===== src/design/opr_pkg.sv =====
package opr_pkg;

  // Fixed field widths
  localparam int PAGE_W = 8;
  localparam int SLOT_W = 3;
  localparam int MISS_W = 7;
  localparam int FIU_W  = 4;

  // Slot count after reset
  localparam logic [FIU_W-1:0] FIU_RESET = 4'd8;

  // Controller states
  typedef enum logic [2:0] {
    ST_LOAD,
    ST_FETCH,
    ST_DECIDE,
    ST_SCAN,
    ST_EVICT,
    ST_OUTPUT
  } state_e;

  // Commands from controller to datapath
  typedef struct packed {
    logic load;     // take one reference into the buffer
    logic fetch;    // read the reference being replayed
    logic decide;   // resolve hit or empty slot, or start the future scan
    logic scan;     // step through the future references
    logic evict;    // replace the victim slot
    logic advance;  // result taken, move to the next reference
  } cmd_t;

  // Status from datapath to controller
  typedef struct packed {
    logic resolved;   // hit or empty slot found, no eviction needed
    logic scan_done;  // victim known
    logic last_ref;   // current reference is the final one
  } sts_t;

endpackage


===== src/design/opr_ctrl.sv =====
module opr_ctrl (
  input  logic           clk_i,
  input  logic           rst_ni,
  input  logic           in_valid_i,
  output logic           in_stall_o,
  input  logic           is_last_i,
  output logic           out_valid_o,
  input  logic           out_stall_i,
  input  opr_pkg::sts_t  sts_i,
  output opr_pkg::cmd_t  cmd_o
);

  opr_pkg::state_e state_d, state_q;

  // Hold state
  always_ff @(posedge clk_i or negedge rst_ni) begin
    if (!rst_ni) begin
      state_q <= opr_pkg::ST_LOAD;
    end else begin
      state_q <= state_d;
    end
  end

  // Next state
  always_comb begin
    state_d = state_q;
    unique case (state_q)
      opr_pkg::ST_LOAD: begin
        if (in_valid_i && is_last_i) state_d = opr_pkg::ST_FETCH;
      end
      opr_pkg::ST_FETCH: begin
        state_d = opr_pkg::ST_DECIDE;
      end
      opr_pkg::ST_DECIDE: begin
        state_d = sts_i.resolved ? opr_pkg::ST_OUTPUT : opr_pkg::ST_SCAN;
      end
      opr_pkg::ST_SCAN: begin
        if (sts_i.scan_done) state_d = opr_pkg::ST_EVICT;
      end
      opr_pkg::ST_EVICT: begin
        state_d = opr_pkg::ST_OUTPUT;
      end
      opr_pkg::ST_OUTPUT: begin
        if (!out_stall_i) begin
          state_d = sts_i.last_ref ? opr_pkg::ST_LOAD : opr_pkg::ST_FETCH;
        end
      end
      default: begin
        state_d = opr_pkg::ST_LOAD;
      end
    endcase
  end

  // Drive commands and handshakes
  always_comb begin
    cmd_o       = '0;
    in_stall_o  = 1'b1;
    out_valid_o = 1'b0;
    unique case (state_q)
      opr_pkg::ST_LOAD: begin
        in_stall_o = 1'b0;
        cmd_o.load = in_valid_i;
      end
      opr_pkg::ST_FETCH: begin
        cmd_o.fetch = 1'b1;
      end
      opr_pkg::ST_DECIDE: begin
        cmd_o.decide = 1'b1;
      end
      opr_pkg::ST_SCAN: begin
        cmd_o.scan = 1'b1;
      end
      opr_pkg::ST_EVICT: begin
        cmd_o.evict = 1'b1;
      end
      opr_pkg::ST_OUTPUT: begin
        out_valid_o   = 1'b1;
        cmd_o.advance = !out_stall_i;
      end
      default: begin
        cmd_o = '0;
      end
    endcase
  end

endmodule


===== src/design/opr_dpath.sv =====
module opr_dpath #(
  parameter int MAX_FRAMES = 8,
  parameter int MAX_REFS   = 64
) (
  input  logic                          clk_i,
  input  logic                          rst_ni,
  input  logic                          cfg_we_i,
  input  logic [opr_pkg::FIU_W-1:0]     cfg_wdata_i,
  input  logic [opr_pkg::PAGE_W-1:0]    ref_page_i,
  input  logic                          is_last_i,
  input  opr_pkg::cmd_t                 cmd_i,
  output opr_pkg::sts_t                 sts_o,
  output logic [opr_pkg::PAGE_W-1:0]    out_page_o,
  output logic                          hit_o,
  output logic [opr_pkg::SLOT_W-1:0]    slot_o,
  output logic                          evicted_valid_o,
  output logic [opr_pkg::PAGE_W-1:0]    evicted_page_o,
  output logic [opr_pkg::MISS_W-1:0]    miss_total_o,
  output logic                          last_result_o
);

  localparam int FW = (MAX_FRAMES > 1) ? $clog2(MAX_FRAMES) : 1;
  localparam int AW = $clog2(MAX_REFS);
  localparam int CW = $clog2(MAX_REFS + 1);
  localparam int PW = opr_pkg::PAGE_W;
  localparam int SW = opr_pkg::SLOT_W;
  localparam int MW = opr_pkg::MISS_W;
  localparam int IW = opr_pkg::FIU_W;

  // Lowest set bit of a slot vector
  function automatic logic [FW-1:0] first_set(input logic [MAX_FRAMES-1:0] v);
    logic [FW-1:0] r;
    r = '0;
    for (int j = MAX_FRAMES - 1; j >= 0; j--) begin
      if (v[j]) r = FW'(j);
    end
    return r;
  endfunction

  // Reference buffer
  logic [PW-1:0] mem [MAX_REFS];
  logic [PW-1:0] rdata_q;
  logic [AW-1:0] rd_addr;
  logic          rd_en;

  // Control registers
  logic [IW-1:0]         fiu_q;
  logic [CW-1:0]         count_q;
  logic [AW-1:0]         i_q;
  logic [CW-1:0]         k_q;
  logic                  data_v_q;
  logic [MAX_FRAMES-1:0] valid_q;
  logic [MAX_FRAMES-1:0] found_q;
  logic [MW-1:0]         miss_q;

  // Payload registers
  logic [PW-1:0] pages_q [MAX_FRAMES];
  logic [PW-1:0] p_q;
  logic [FW-1:0] victim_q;

  // Slot match logic
  logic [MAX_FRAMES-1:0] en;
  logic [MAX_FRAMES-1:0] hit_vec;
  logic [MAX_FRAMES-1:0] empty_vec;
  logic [MAX_FRAMES-1:0] match_vec;
  logic [MAX_FRAMES-1:0] unfound;
  logic                  any_hit;
  logic                  scan_issue;
  logic [FW-1:0]         dec_pos;
  logic [FW-1:0]         ev_pos;
  logic [MW-1:0]         miss_inc;
  logic [CW-1:0]         i_next;
  logic                  store_room;

  always_comb begin
    for (int j = 0; j < MAX_FRAMES; j++) begin
      en[j]        = (j == 0) || (int'(fiu_q) > j);
      hit_vec[j]   = en[j] && valid_q[j] && (pages_q[j] == rdata_q);
      empty_vec[j] = en[j] && !valid_q[j];
      match_vec[j] = en[j] && data_v_q && !found_q[j] && (pages_q[j] == rdata_q);
    end
  end

  assign unfound    = en & ~found_q;
  assign any_hit    = |hit_vec;
  assign i_next     = CW'(i_q) + CW'(1);
  assign store_room = count_q < CW'(MAX_REFS);
  assign scan_issue = cmd_i.scan && (k_q < count_q);
  assign dec_pos    = any_hit ? first_set(hit_vec) : first_set(empty_vec);
  assign ev_pos     = (|unfound) ? first_set(unfound) : victim_q;
  assign miss_inc   = (miss_q == '1) ? miss_q : miss_q + MW'(1);
  assign rd_en      = cmd_i.fetch || scan_issue;
  assign rd_addr    = cmd_i.fetch ? i_q : k_q[AW-1:0];

  // Report status
  assign sts_o.resolved  = any_hit || (|empty_vec);
  assign sts_o.scan_done = (~|unfound) || (!data_v_q && (k_q >= count_q));
  assign sts_o.last_ref  = (i_next == count_q);

  // Write and read the reference buffer
  always_ff @(posedge clk_i) begin
    if (cmd_i.load && store_room) begin
      mem[count_q[AW-1:0]] <= ref_page_i;
    end
    if (rd_en) begin
      rdata_q <= mem[rd_addr];
    end
  end

  // Update control state
  always_ff @(posedge clk_i or negedge rst_ni) begin
    if (!rst_ni) begin
      fiu_q    <= opr_pkg::FIU_RESET;
      count_q  <= '0;
      i_q      <= '0;
      k_q      <= '0;
      data_v_q <= 1'b0;
      valid_q  <= '0;
      found_q  <= '0;
      miss_q   <= '0;
    end else begin
      if (cfg_we_i) begin
        fiu_q <= cfg_wdata_i;
      end
      if (cmd_i.load) begin
        if (store_room) count_q <= count_q + CW'(1);
        if (is_last_i) begin
          valid_q <= '0;
          miss_q  <= '0;
          i_q     <= '0;
        end
      end
      if (cmd_i.decide) begin
        if (sts_o.resolved) begin
          if (!any_hit) begin
            valid_q[dec_pos] <= 1'b1;
            miss_q           <= miss_inc;
          end
        end else begin
          k_q      <= i_next;
          found_q  <= '0;
          data_v_q <= 1'b0;
        end
      end
      if (cmd_i.scan) begin
        data_v_q <= scan_issue;
        if (scan_issue) k_q <= k_q + CW'(1);
        found_q <= found_q | match_vec;
      end
      if (cmd_i.evict) begin
        miss_q <= miss_inc;
      end
      if (cmd_i.advance) begin
        if (sts_o.last_ref) begin
          count_q <= '0;
        end else begin
          i_q <= i_q + AW'(1);
        end
      end
    end
  end

  // Update slots and result register
  always_ff @(posedge clk_i) begin
    if (cmd_i.decide) begin
      p_q <= rdata_q;
      if (sts_o.resolved) begin
        pages_q[dec_pos] <= rdata_q;
        out_page_o       <= rdata_q;
        hit_o            <= any_hit;
        slot_o           <= SW'(dec_pos);
        evicted_valid_o  <= 1'b0;
        evicted_page_o   <= '0;
        miss_total_o     <= any_hit ? miss_q : miss_inc;
        last_result_o    <= sts_o.last_ref;
      end
    end
    // Latest slot to find its next use is the farthest one
    if (cmd_i.scan && (|match_vec)) begin
      victim_q <= first_set(match_vec);
    end
    if (cmd_i.evict) begin
      pages_q[ev_pos] <= p_q;
      out_page_o      <= p_q;
      hit_o           <= 1'b0;
      slot_o          <= SW'(ev_pos);
      evicted_valid_o <= 1'b1;
      evicted_page_o  <= pages_q[ev_pos];
      miss_total_o    <= miss_inc;
      last_result_o   <= sts_o.last_ref;
    end
  end

endmodule


===== src/design/optimal_page_replacement_unit.sv =====
// Loading: one reference item per cycle, stall low while no replay runs.
// Replay: each reference passes fetch, decide and output on a hit or a free
// slot; an eviction adds a buffer scan (one read per cycle) for next uses and
// an evict step before output. Output waits while out_stall_i is high.
// Reset: buffer empty, all slots empty, miss count zero, frames_in_use 8;
// buffer contents themselves are not cleared.
module optimal_page_replacement_unit #(
  parameter int MAX_FRAMES = 8,
  parameter int MAX_REFS   = 64
) (
  input  logic                          clk_i,
  input  logic                          rst_ni,
  input  logic                          cfg_we_i,
  input  logic [opr_pkg::FIU_W-1:0]     cfg_wdata_i,
  input  logic                          in_valid_i,
  output logic                          in_stall_o,
  input  logic [opr_pkg::PAGE_W-1:0]    ref_page_i,
  input  logic                          is_last_i,
  output logic                          out_valid_o,
  input  logic                          out_stall_i,
  output logic [opr_pkg::PAGE_W-1:0]    out_page_o,
  output logic                          hit_o,
  output logic [opr_pkg::SLOT_W-1:0]    slot_o,
  output logic                          evicted_valid_o,
  output logic [opr_pkg::PAGE_W-1:0]    evicted_page_o,
  output logic [opr_pkg::MISS_W-1:0]    miss_total_o,
  output logic                          last_result_o
);

  opr_pkg::cmd_t cmd;
  opr_pkg::sts_t sts;

  // Sequence the load and replay
  opr_ctrl u_ctrl (
    .clk_i       (clk_i),
    .rst_ni      (rst_ni),
    .in_valid_i  (in_valid_i),
    .in_stall_o  (in_stall_o),
    .is_last_i   (is_last_i),
    .out_valid_o (out_valid_o),
    .out_stall_i (out_stall_i),
    .sts_i       (sts),
    .cmd_o       (cmd)
  );

  // Buffer, slots and result register
  opr_dpath #(
    .MAX_FRAMES (MAX_FRAMES),
    .MAX_REFS   (MAX_REFS)
  ) u_dpath (
    .clk_i           (clk_i),
    .rst_ni          (rst_ni),
    .cfg_we_i        (cfg_we_i),
    .cfg_wdata_i     (cfg_wdata_i),
    .ref_page_i      (ref_page_i),
    .is_last_i       (is_last_i),
    .cmd_i           (cmd),
    .sts_o           (sts),
    .out_page_o      (out_page_o),
    .hit_o           (hit_o),
    .slot_o          (slot_o),
    .evicted_valid_o (evicted_valid_o),
    .evicted_page_o  (evicted_page_o),
    .miss_total_o    (miss_total_o),
    .last_result_o   (last_result_o)
  );

endmodule


===== config.mk =====
export PLATFORM = sky130hd
export DESIGN_NAME = optimal_page_replacement_unit
export DESIGN_NICKNAME = d
export VERILOG_FILES = /design/src/design/opr_pkg.sv /design/src/design/opr_ctrl.sv /design/src/design/opr_dpath.sv /design/src/design/optimal_page_replacement_unit.sv
export SDC_FILE = /design/constraint.sdc
export NUM_CORES = 1
export LEC_CHECK = 0
export BUFFER_PORTS_ARGS = -buffer_cell sky130_fd_sc_hd__buf_2
export CAP_MARGIN = 20
export CORE_ASPECT_RATIO = 1.2
export CORE_MARGIN = 2
export CORE_UTILIZATION = 48
export CTS_BUF_LIST = sky130_fd_sc_hd__clkbuf_8
export CTS_CLUSTER_SIZE = 25
export DETAILED_ROUTE_END_ITERATION = 12
export MAX_ROUTING_LAYER = met4
export PLACE_DENSITY = 0.76
export SLEW_MARGIN = 5
export SYNTH_ARGS = -nofsm -noshare
export SYNTH_HDL_FRONTEND = slang
export SYNTH_SLANG_ARGS = --single-unit
export TNS_END_PERCENT = 5

===== constraint.sdc =====
create_clock -name clk_i -period 3.3 [get_ports clk_i]
set_input_delay 0.825 -clock clk_i [delete_from_list [all_inputs] [get_ports clk_i]]
set_output_delay 0.825 -clock clk_i [all_outputs]
set_load 0.01 [all_outputs]

=== After elaboration in Yosys (flattened, before gate mapping) ===
Memory sizes are Yosys's and may differ from the RTL's. A register that Yosys moved wholly into a read port is not among the register bits.
Index checks and enable logic that the tools add are counted.

* Register bits: 91
* Latch bits: 0
* Bits in writable memories: 576
* Bits in read-only memories: 0
* Input port bits: 18
* Output and inout port bits: 31
* Logic and storage cells: 256
* Memories: 2

{| class="wikitable"
|+ Memories
! name !! depth !! width !! read ports !! clocked after memory_dff !! write ports !! RTL line !! text
|-
| u_dpath.mem || 64 || 8 || 1 || 1 || 1 || opr_dpath.sv:41 || <nowiki>logic [PW-1:0] mem [MAX_REFS];</nowiki>
|-
| u_dpath.pages_q || 8 || 8 || 9 || 0 || 1 || opr_dpath.sv:57 || <nowiki>logic [PW-1:0] pages_q [MAX_FRAMES];</nowiki>
|}

* Add/sub/neg operators: 5
* Multipliers: 0
* Divide/modulo/power cells: 0
* Order comparisons: 12
* Equality and inequality tests: 19
* Shift operators: 0
* Muxes and demuxes: 106
* Bitwise gates (word level): 4
* Reductions and logical operators: 88

{| class="wikitable"
|+ Operators with widths
! kind !! count
|-
| 7-bit 2-to-1 mux || 19
|-
| 8-bit 2-to-1 mux || 15
|-
| 3-bit 2-to-1 mux || 38
|-
| 8-bit equality test || 8
|-
| 1-bit logical AND || 51
|-
| 8-bit OR reduction || 5
|-
| 6-bit 2-to-1 mux || 5
|-
| 1-bit 2-to-1 mux || 25
|-
| 7-bit by 1-bit adder with 7-bit output (second input constant) || 3
|-
| 1-bit zero test || 19
|-
| 3-bit case mux with 6 select lines || 1
|-
| 4-bit by 3-bit greater-than comparator with 1-bit output (second input constant) || 4
|-
| 8-bit OR || 2
|-
| 8-bit bitwise AND || 1
|-
| 4-bit by 2-bit greater-than comparator with 1-bit output (second input constant) || 2
|-
| 8-bit NOT || 1
|-
| 6-bit by 1-bit adder with 7-bit output (second input constant) || 1
|-
| 7-bit equality test || 1
|-
| 7-bit equality test (second input constant) || 1
|-
| 7-bit greater-or-equal comparator || 1
|-
| 7-bit < comparator || 1
|-
| 7-bit < comparator (second input constant) || 1
|-
| 6-bit by 1-bit adder with 6-bit output (second input constant) || 1
|-
| 3-bit by 2-bit equality test with 1-bit output (second input constant) || 2
|-
| other kinds (16) || 26
|}

=== Logic depth before layout (Yosys ltp) ===
Gate-level depths: netlist of the first run.

* Word-level depth: 20
* Mapped depth: 12

=== Cells and area by module ===
A second synthesis of the first run with hierarchy kept.

* Cells, all modules: 1781
* Area total of the unflattened synthesis: 29449.5 um^2

{| class="wikitable"
|+ By module, submodules not included
! module !! instances !! cells an instance !! area an instance (um^2) !! sequential area each (um^2)
|-
| opr_dpath || 1 || 1752 || 29240.5 || 19920.4
|-
| opr_ctrl || 1 || 29 || 209.0 || 75.1
|}

=== Worst setup path after synthesis of the first run ===
Ideal clock, no wire load.

* Path kind: reg2reg
* Start point: register u_dpath.fiu_q[3]
* End point: memory u_dpath.pages_q[0][0] (netlist bit), enable pin
* Library setup time: 383 ps
* Data arrival time: 2938 ps
* Required time: 2917 ps
* Path slack: -21 ps
* Cell stages (with the launch flop): 10
* Period minus slack after synthesis: 3321 ps
* Path through: dfstp_2 > clkbuf_1 > buf_2 > o21ai_0 > nor4b_1 > a32oi_1 > buf_2 > o21a_1 > inv_1 > nor3_1

* Word-level cells in the longest chain between the ends: 13

{| class="wikitable"
|+ Ends and longest elaborated chain
! item !! RTL line !! text
|-
| start, declared || opr_dpath.sv:47 || <nowiki>logic [IW-1:0] fiu_q;</nowiki>
|-
| start signal, assigned || opr_dpath.sv:113 || <nowiki>fiu_q <= opr_pkg::FIU_RESET;</nowiki>
|-
| start signal, assigned || opr_dpath.sv:123 || <nowiki>fiu_q <= cfg_wdata_i;</nowiki>
|-
| 4-bit by 3-bit greater-than comparator with 1-bit output || opr_dpath.sv:77 || <nowiki>en[j] = (j == 0) || (int'(fiu_q) > j);</nowiki>
|-
| 1-bit logical AND (2 in series) || opr_dpath.sv:78 || <nowiki>hit_vec[j] = en[j] && valid_q[j] && (pages_q[j] == rdata_q);</nowiki>
|-
| 3-bit 2-to-1 mux (8 in series) || opr_dpath.sv:35 || <nowiki>if (v[j]) r = FW'(j);</nowiki>
|-
| 3-bit 2-to-1 mux || opr_dpath.sv:89 || <nowiki>assign dec_pos = any_hit ? first_set(hit_vec) : first_set(empty_vec);</nowiki>
|-
| 3-bit 2-to-1 mux (no source line) || -- ||
|-
| end, declared || opr_dpath.sv:57 ||
|}

Several ways; a longest one is shown, not always the timed one.

=== Worst setup path after layout of the first run ===
* Start point: register u_dpath.rdata_q[2], read port of u_dpath.mem
* End point: memory u_dpath.pages_q[0][3] (netlist bit), enable pin

* Word-level cells in the longest chain between the ends: 12

{| class="wikitable"
|+ Ends and longest elaborated chain
! item !! RTL line !! text
|-
| start, declared || opr_dpath.sv:42 || <nowiki>logic [PW-1:0] rdata_q;</nowiki>
|-
| 8-bit equality test || opr_dpath.sv:78 ||
|-
| 1-bit logical AND || opr_dpath.sv:78 ||
|-
| 3-bit 2-to-1 mux (8 in series) || opr_dpath.sv:35 ||
|-
| 3-bit 2-to-1 mux || opr_dpath.sv:89 ||
|-
| 3-bit 2-to-1 mux (no source line) || -- ||
|}

Several ways; a longest one is shown, not always the timed one.

==> impl_results.rst, run 1 <==
.. list-table::
   :header-rows: 1

   * - Metric
     - Value
   * - Outcome
     - finished, final reports clean
   * - Leak
     - 0.0124 uW
   * - Req. time, crit path
     - 3.67 ns
   * - Slew of the pin with the lowest slew margin
     - 0.842 ns
   * - Nets
     - 2543
   * - Total standard cell area after synthesis
     - 0.0288 mm2
   * - Share of the clock period used by the worst path after layout
     - 96.9%
   * - Worst Path Arrival
     - 3.57 ns
   * - Global-route wire length before repair
     - 115 mm
   * - Clock group share of total power
     - 23.6%
   * - Post-route ant nets
     - 0
   * - CP Cell Sequence
     - buf_4 -> xor2_1 -> nor4_2 -> nor4b_2 -> or2_2 -> a21oi_1 -> o21ai_1 -> o21ba_2 -> inv_1 -> nor3_1 -> buf_4
   * - GRT Overall Usage
     - 25.3%
   * - Maximum fanout along the worst path
     - 8
   * - Die Y-Extent
     - 272 um
   * - Input/output buffers
     - 48
   * - TritonCTS sink count
     - 675
   * - Final number of hold-violating endpoints
     - 0
   * - Setup TNS
     - 0 ns
   * - Number of pins exceeding their max-slew limit in the final report
     - 0
   * - Fraction of post-synthesis cell area in the top cell type by area
     - 64.9%
   * - Number of flops mapped to enable cells by yosys
     - 622
   * - Htree depth
     - 3
   * - Vias post-DR
     - 19895
   * - Area occupied by registers
     - 0.0200 mm2
   * - CP Launch Type
     - register
   * - Number of nets produced by synthesis
     - 2292
   * - Starting DRC count in detailed routing
     - 2394
   * - Highest routed metal layer
     - met4
   * - Top post-synthesis cells by count
     - sky130_fd_sc_hd__edfxtp_1 (622), sky130_fd_sc_hd__nand2_1 (484), sky130_fd_sc_hd__nor2_1 (130)
   * - Remaining DRCs
     - 0
   * - Share of layout cells above drive strength 1
     - 17.4%
   * - Initial Utilization
     - 48.4%
   * - Fraction of the yosys area taken by sequential cells
     - 69.4%
   * - Clock Tree Buf Depth
     - 3
   * - Gr ovfl total
     - 0
   * - Mean instance size in the synthesized netlist
     - 12.7 um2
   * - Worst supply voltage drop on vdd
     - 527 uV
   * - Met2 WL post-DR
     - 37.8 mm
   * - Combinational share of power
     - 41.3%
   * - Fmax
     - 313 MHz
   * - Fill count
     - 4703
   * - Placeable core region
     - 0.0595 mm2
   * - Worst path most repeated cell
     - sky130_fd_sc_hd__buf_4
   * - Fin crit period
     - 3.20 ns
   * - Share of flip-flops with an asynchronous set or reset
     - 7.56%
   * - Clock tree from TritonCTS
     - built
   * - Setup violations, final
     - 0
   * - Int Power
     - 18800 uW
   * - Area used by multi-input combinational logic
     - 0.00822 mm2
   * - Category of the worst setup path capture point
     - register
   * - Gate family responsible for the most delay along the worst path
     - simple AND/OR/NAND/NOR gates
   * - Ratio of total power to cell area
     - 908 mW/mm2
   * - Vias in the first global route
     - 19877
   * - Critical path's largest stage delay
     - 0.46 ns
   * - Number of maximum-capacitance constraint violations
     - 0
   * - Final hold slack
     - 0.276 ns
   * - Die ar.
     - 0.0620 mm2
   * - Synthesized flop and latch total
     - 675
   * - Largest area contributor in the synthesized netlist
     - sky130_fd_sc_hd__edfxtp_1
   * - Fraction of power spent switching nets
     - 38.5%
   * - Cts bufs inserted
     - 104
   * - Worst min-delay path category
     - in2async
   * - Area grow syn2layout
     - 16.7%
   * - Length of the first detailed-routing pass in iterations
     - 6
   * - Clock transition time at the flip-flop clock pins of the worst setup and hold paths
     - 0.06 ns
   * - Relative contribution of sequential cells to total power
     - 35.1%
   * - Worst slew margin relative to its limit
     - 43.9%
   * - Final routed wire length divided by cell count
     - 22.2 um
   * - Via-per-instance ratio
     - 5.84
   * - WP buf/inv
     - 3
   * - Width of the die
     - 228 um
   * - Highest-delay cell along the critical path
     - sky130_fd_sc_hd__nor4_2
   * - Post-Synthesis Cells
     - 2263
   * - Detailed Route WL
     - 75.7 mm
   * - Final weighted congestion of routability-driven global placement
     - 0.986
   * - Main area contributors after synthesis
     - sky130_fd_sc_hd__edfxtp_1 (65%), sky130_fd_sc_hd__nand2_1 (6.3%), sky130_fd_sc_hd__dfrtp_1 (4.3%)
   * - Largest net degree at the start of global routing
     - 65
   * - Clock Latency Late Sink
     - 0.74 ns
   * - Clock Skews
     - 0.0777 ns
   * - Top-level I/O count
     - 49
   * - Setup repair after global routing missed its margin
     - false
   * - Placed wire-length estimate
     - 49.3 mm
   * - Root buffer cell
     - sky130_fd_sc_hd__clkbuf_8
   * - Ys Warns
     - 0
   * - Crit Path Category
     - reg2reg
   * - Initial antenna violation count
     - 1
   * - M1 wire length
     - 28.3 mm
   * - Detailed route wirelength on metal3
     - 6.05 mm
   * - Number of placement rows
     - 98
   * - Count of cell types in the netlist
     - 77
   * - Leading register cell type out of synthesis
     - sky130_fd_sc_hd__edfxtp_1
   * - Most numerous cell in the Yosys netlist
     - sky130_fd_sc_hd__edfxtp_1
   * - Net Sw Power
     - 11700 uW
==> per-layer routing <==
layer | global-route usage, % | up-vias
li1 | - | 8938
met1 | 30.4 | 9662
met2 | 41.9 | 1065
met3 | 3.72 | 230
met4 | 12.4 | 0
met5 | - | -
==> final timing paths <==
check / startpoint / endpoint / slack (ns) / cells past startpoint
setup / recovery: u_dpath.rdata_q[2] / u_dpath.pages_q[0][3] / 0.10 / 11
hold / removal: rst_ni / u_dpath.valid_q[5] / 0.28 / 2
setup reg to reg: u_dpath.rdata_q[2] / u_dpath.pages_q[0][3] / 0.10 / 11
hold reg to reg: u_dpath.evicted_valid_o / u_dpath.evicted_valid_o / 0.44 / 2
max in group asynchronous: rst_ni / u_dpath.i_q[4] / 2.56 / 2
min in group clk_i: cfg_wdata_i[0] / u_dpath.fiu_q[0] / 0.38 / 2
==> worst reg2reg max path, delay by kind of cell (launching register included) <==
| kind | cells | cell delay, ns |
|---|---|---|
| and+or+nand+nor | 4 | 1.18 |
| buffers and inverters | 3 | 0.56 |
| AOI/OAI and AO/OA | 3 | 0.48 |
| DFF | 1 | 0.44 |
| xor gates and xnor gates | 1 | 0.19 |
==> power by group through the flow <==
| stage | logic [uW] | registers [uW] | clock network, uW |
|---|---|---|---|
| after global placement | 11800 | 11000 | 0 |
| after CTS | 12200 | 10800 | 7300 |
| final | 12600 | 10700 | 7190 |
| after floorplan | 7520 | 10700 | 0 |
| after global routing | 13500 | 10800 | 7670 |
| after detailed placement | 12000 | 11000 | 0 |
==> cell usage in the layout, fill, tap and decap left out, drive strengths merged, types with 7 or more instances in the layout <==
cell / netlist / routed
or2: 13 / 13
nor2b: 12 / 12
a221oi: 7 / 7
mux2i: 61 / 61
nand3: 107 / 107
a21oi: 101 / 101
o21ai: 40 / 40
buf: 76 / 268
xor2: 9 / 9
xnor2: 75 / 75
inv: 21 / 49
edfxtp: 622 / 622
a311oi: 25 / 25
nor2: 134 / 134
bufinv: 0 / 9
mux2: 8 / 8
a21o: 22 / 22
ha: 11 / 11
and3: 54 / 54
nor4: 9 / 9
nor3: 26 / 26
or3: 10 / 10
a32oi: 15 / 15
a31oi: 41 / 41
nand2b: 7 / 7
nand4: 29 / 29
o22ai: 42 / 42
clkinv: 3 / 46
a22oi: 11 / 11
dfrtp: 50 / 50
and2: 7 / 7
clkbuf: 47 / 112
nand2: 486 / 486
==> registers in the layout, indices dropped and copies added (netlist names), 4 cells and up <==
register / count
u_dpath.mem: 512
u_dpath.pages_q: 64
u_dpath.evicted_page_o: 8
u_dpath.found_q: 8
u_dpath.out_page_o: 8
u_dpath.p_q: 8
u_dpath.rdata_q: 8
u_dpath.valid_q: 8
u_dpath.count_q: 7
u_dpath.k_q: 7
u_dpath.miss_q: 7
u_dpath.miss_total_o: 7
u_dpath.i_q: 6
u_dpath.fiu_q: 4
==> through the flow <==
step / worst slack, ns / instance area (um2) / util, % / std cells / total power (uW)
5_1_grt: 0.000443 / 33600 / 56.5 / 3404 / 31900
6_report: 0.102 / 33600 / 56.5 / 3404 / 30500
4_1_cts: 0.0215 / 33500 / 56.3 / 3391 / 30300
3_3_place_gp: -0.114 / 31200 / 52.5 / 3193 / 22800
2_1_floorplan: -0.0214 / 28800 / - / 2263 / 18300
3_5_place_dp: -0.132 / 31200 / 52.5 / 3193 / 23000
==> cell type report <==
| type | instances | share of cell area, % |
|---|---|---|
| sequential | 675 | 59.5 |
| multi-input combinational | 1441 | 24.5 |
| timing repair buffer | 268 | 6.38 |
| clock buffer | 112 | 4.59 |
| tap | 800 | 2.98 |
| clock inverter | 83 | 1.86 |
| inverter | 24 | 0.268 |
| antenna | 1 | 0.00744 |
==> cells by family (layout without fill, tap and decap cells) <==
kind of cell	Yosys count	count (layout)	synth area share, %
buffers and inverters	147	487	2.34
AND/OR/NAND/NOR	911	911	14.0
other	0	1	0
flip-flops	675	675	69.4
XOR/XNOR	85	85	2.63
AO/OA/AOI/OAI	361	361	8.25
multiplexers	73	73	2.86
adder cells (fa/ha/maj)	11	11	0.478
==> timing repair <==
action / 4_1_cts / 5_1_grt
hold buffers: 0 / 0
gates resized for setup: 1 / 15
setup buffers: 3 / 12
setup endpoints to repair: 72 / 111
pin swaps: 0 / 2
No activity file was read; power rests on OpenSTA's default activity.
==> run 2: changes to the inputs <==
- CELL_PAD_IN_SITES_DETAIL_PLACEMENT: not set -> 1
- CELL_PAD_IN_SITES_GLOBAL_PLACEMENT: not set -> 2
- CORE_UTILIZATION: 48 -> 42
- PLACE_DENSITY: 0.76 -> 0.88
==> run 2 against run 1 <==
The run now ends with setup timing left. Critical path depth shrank 1. Hold slack lost 0.22 ns. Global-route usage grew 0.59 points. Combinational power grew 7%. Final cell count grew 2.5%. Maximum frequency shrank 3.9%. Register-to-register slack lost 0.13 ns. Clock skew shrank 0.012 ns. Via count grew 1.5%. Die area grew 14%. Design area grew 0.71%. Clock-buffer cell count shrank 5. Critical endpoint is now u_dpath.rdata_q[2]. Largest power group unchanged. Highest routed layer unchanged.
==> impl_results.rst, run 2 (synthesis gave the netlist of run 1 again) <==
.. list-table::
   :header-rows: 1

   * - Metric
     - Value
   * - Input/output buffers
     - 48 (unchanged)
   * - Number of maximum-capacitance constraint violations
     - 0 (unchanged)
   * - Relative contribution of sequential cells to total power
     - 33.7% (was 35.1%)
   * - Cts bufs inserted
     - 106 (was 104)
   * - Nets
     - 2523 (was 2543)
   * - Length of the first detailed-routing pass in iterations
     - 5 (was 6)
   * - Number of placement rows
     - 105 (was 98)
   * - Vias in the first global route
     - 21672 (was 19877)
   * - Placed wire-length estimate
     - 59.5 mm (was 49.3 mm)
   * - Worst reg-to-reg setup slack
     - -0.03 ns (was 0.10 ns)
   * - Violations in the final reports
     - setup timing
   * - Fmax
     - 301 MHz (was 313 MHz)
   * - Post-Layout Cell Count
     - 3488 (was 3404)
   * - Worst supply voltage drop on vdd
     - 719 uV (was 527 uV)
   * - Clock tree from TritonCTS
     - built (unchanged)
   * - Vias post-DR
     - 20197 (was 19895)
   * - Die Y-Extent
     - 291 um (was 272 um)
   * - Gate family responsible for the most delay along the worst path
     - simple AND/OR/NAND/NOR gates (unchanged)
   * - Total power
     - 32100 uW (was 30500 uW)
   * - Share of the clock period used by the worst path after layout
     - 101% (was 96.9%)
   * - Met1 track demand over resource
     - 29.7% (was 30.4%)
   * - Req. time, crit path
     - 3.73 ns (was 3.67 ns)
   * - Cell count along the critical path
     - 10 (was 11)
   * - Htree depth
     - 3 (unchanged)
   * - Detailed Route WL
     - 89.0 mm (was 75.7 mm)
   * - Net Sw Power
     - 12800 uW (was 11700 uW)
   * - Final routed wire length divided by cell count
     - 25.5 um (was 22.2 um)
   * - # hold bufs at CTS
     - 0 (unchanged)
   * - Maximum fanout along the worst path
     - 20 (was 8)
   * - Worst Path Arrival
     - 3.76 ns (was 3.57 ns)
   * - Initial antenna violation count
     - 3 (was 1)
   * - Gr ovfl total
     - 0 (unchanged)
   * - Clock Skews
     - 0.0656 ns (was 0.0777 ns)
   * - Worst min-delay path category
     - in2async (unchanged)
   * - Largest net degree at the start of global routing
     - 84 (was 65)
   * - Clock group share of total power
     - 24.3% (was 23.6%)
   * - Share of layout cells above drive strength 1
     - 17.6% (was 17.4%)
   * - Remaining DRCs
     - 0 (unchanged)
   * - GRT Overall Usage
     - 25.9% (was 25.3%)
   * - Worst Reg2Reg Path Length in Cells
     - 10 (was 11)
   * - Slew of the pin with the lowest slew margin
     - 0.948 ns (was 0.842 ns)
   * - Clock Tree Buf Depth
     - 3 (unchanged)
   * - Clock transition time at the flip-flop clock pins of the worst setup and hold paths
     - 0.06 ns (about the same)
   * - WP buf/inv
     - 3 (unchanged)
   * - Commonest non-fill, non-tap cells in the layout
     - sky130_fd_sc_hd__edfxtp_1 (622), sky130_fd_sc_hd__nand2_1 (483), sky130_fd_sc_hd__buf_4 (175) (was sky130_fd_sc_hd__edfxtp_1 (622), sky130_fd_sc_hd__nand2_1 (484), sky130_fd_sc_hd__buf_4 (201))
   * - Root buffer cell
     - sky130_fd_sc_hd__clkbuf_8 (unchanged)
   * - TritonCTS sink count
     - 675 (unchanged)
   * - Via-per-instance ratio
     - 5.79 (was 5.84)
   * - Final core utilization
     - 49.7% (was 56.5%)
   * - Width of the die
     - 243 um (was 228 um)
   * - Leak
     - 0.0123 uW (was 0.0124 uW)
   * - Worst slew margin relative to its limit
     - 36.6% (was 43.9%)
   * - Placeable core region
     - 0.0682 mm2 (was 0.0595 mm2)
   * - Highest-delay cell along the critical path
     - sky130_fd_sc_hd__or3b_4 (was sky130_fd_sc_hd__nor4_2)
   * - Post-route ant nets
     - 0 (unchanged)
   * - Number of placed instances with taps included
     - 3290 (was 3193)
   * - Setup repair after global routing missed its margin
     - true (was false)
   * - Setup slack of the critical path after layout
     - -0.0277 ns (was 0.102 ns)
   * - CP Launch Type
     - register (unchanged)
   * - Setup TNS
     - -0.0277 ns (was 0 ns)
   * - Ratio of total power to cell area
     - 948 mW/mm2 (was 908 mW/mm2)
   * - Setup violations, final
     - 1 (was 0)
   * - Crit Path Category
     - reg2reg (unchanged)
   * - Worst path most repeated cell
     - sky130_fd_sc_hd__buf_12 (was sky130_fd_sc_hd__buf_4)
   * - Critical path's largest stage delay
     - 0.49 ns (was 0.46 ns)
   * - Die ar.
     - 0.0707 mm2 (was 0.0620 mm2)
   * - Global-route wire length before repair
     - 134 mm (was 115 mm)
   * - Met2 Track Usage GR
     - 44.9% (was 41.9%)
   * - Starting DRC count in detailed routing
     - 1690 (was 2394)
   * - Category of the worst setup path capture point
     - register (unchanged)
   * - Initial Utilization
     - 42.2% (was 48.4%)
   * - Fraction of power spent switching nets
     - 39.9% (was 38.5%)
   * - CP Cell Sequence
     - or3b_4 -> buf_12 -> mux2i_4 -> buf_12 -> buf_4 -> and3_1 -> a311oi_1 -> a31oi_2 -> o22ai_1 -> or3_1 (was buf_4 -> xor2_1 -> nor4_2 -> nor4b_2 -> or2_2 -> a21oi_1 -> o21ai_1 -> o21ba_2 -> inv_1 -> nor3_1 -> buf_4)
   * - Final number of hold-violating endpoints
     - 0 (unchanged)
   * - Met3 global-route usage
     - 3.21% (was 3.72%)
   * - Clock Latency Late Sink
     - 0.74 ns (about the same)
   * - GRT busiest layer
     - met2 (unchanged)
   * - Combinational share of power
     - 42.1% (was 41.3%)
   * - Int Power
     - 19300 uW (was 18800 uW)
   * - Number of pins exceeding their max-slew limit in the final report
     - 0 (unchanged)
   * - Fin crit period
     - 3.33 ns (was 3.20 ns)
   * - Area grow syn2layout
     - 17.6% (was 16.7%)
   * - Outcome
     - finished, violations left (was finished, final reports clean)
   * - Final weighted congestion of routability-driven global placement
     - 0.917 (was 0.986)
   * - Most common cell after layout, fill and taps aside
     - sky130_fd_sc_hd__edfxtp_1 (unchanged)
   * - Top-level I/O count
     - 49 (unchanged)
   * - Number of flip-flops in the largest register
     - 512 (unchanged)
-- run 2: cell types whose count changed in the layout (fill, tap and decap cells not counted), sizes merged --
cell      previous run  this run
mux2                 8         9
inv                 49        37
clkinvlp             3         5
diode                1         2
bufinv               9        16
clkinv              46        50
buf                268       245
clkbuf             112       107
-- run 2: timing repair --
| item | 4_1_cts | 5_1_grt |
|---|---|---|
| gates cloned | 1 | 0 |
| resized for setup | 9 | 21 |
| endpoints found under the setup margin | 71 | 106 |
| setup buffers | 3 | 1 |
| pin swaps | 0 | 2 |
-- run 2: power by group through the flow --
stage / Combinational [uW] / Sequential [uW] / Clock [uW]
detailed placement: 12900 / 10900 / 0
CTS: 13200 / 10800 / 7920
global route: 14400 / 10900 / 8260
floorplan: 7520 / 10700 / 0
finish: 13500 / 10800 / 7790
global placement: 12500 / 10900 / 0
-- run 2: layout make-up --
class / count / area [um2]
multi-input cells: 1442 / 8330
clock buffers: 107 / 1470
inverters: 24 / 90.1
flip-flops and latches: 675 / 20000
well taps: 909 / 1140
repair buffers: 245 / 2000
clock inverters: 84 / 821
diodes: 2 / 5.00
fillers: 6948 / 34300
-- run 2: metal layers --
| layer | vias to the layer above | share of wire [%] |
|---|---|---|
| li1 | 8876 | - |
| met1 | 10348 | 38 |
| met2 | 755 | 52 |
| met3 | 218 | 5.3 |
| met4 | 0 | 4.8 |
| met5 | - | 0 |
-- run 2: worst paths after layout --
check	from	to
worst min register to register	u_dpath.evicted_valid_o	u_dpath.evicted_valid_o
worst max register to register	u_ctrl.state_q[1]	u_dpath.rdata_q[2]
min in group clk_i	cfg_wdata_i[0]	u_dpath.fiu_q[0]
worst max-delay path	u_ctrl.state_q[1]	u_dpath.rdata_q[2]
max in group asynchronous	rst_ni	u_dpath.k_q[1]
worst min-delay path	rst_ni	u_dpath.miss_q[3]
-- run 2: per-stage QoR --
| stage | worst slack, ns | area, um2 | hold slack, ns |
|---|---|---|---|
| after CTS | 0.00860 | 33700 | 0.0121 |
| after global placement | -0.211 | 31300 | 0.435 |
| final | -0.0277 | 33900 | 0.0545 |
| after global routing | -0.0865 | 33900 | 0.0610 |
| after detailed placement | -0.271 | 31300 | 0.455 |
| after floorplan | -0.0214 | 28800 | 0.421 |
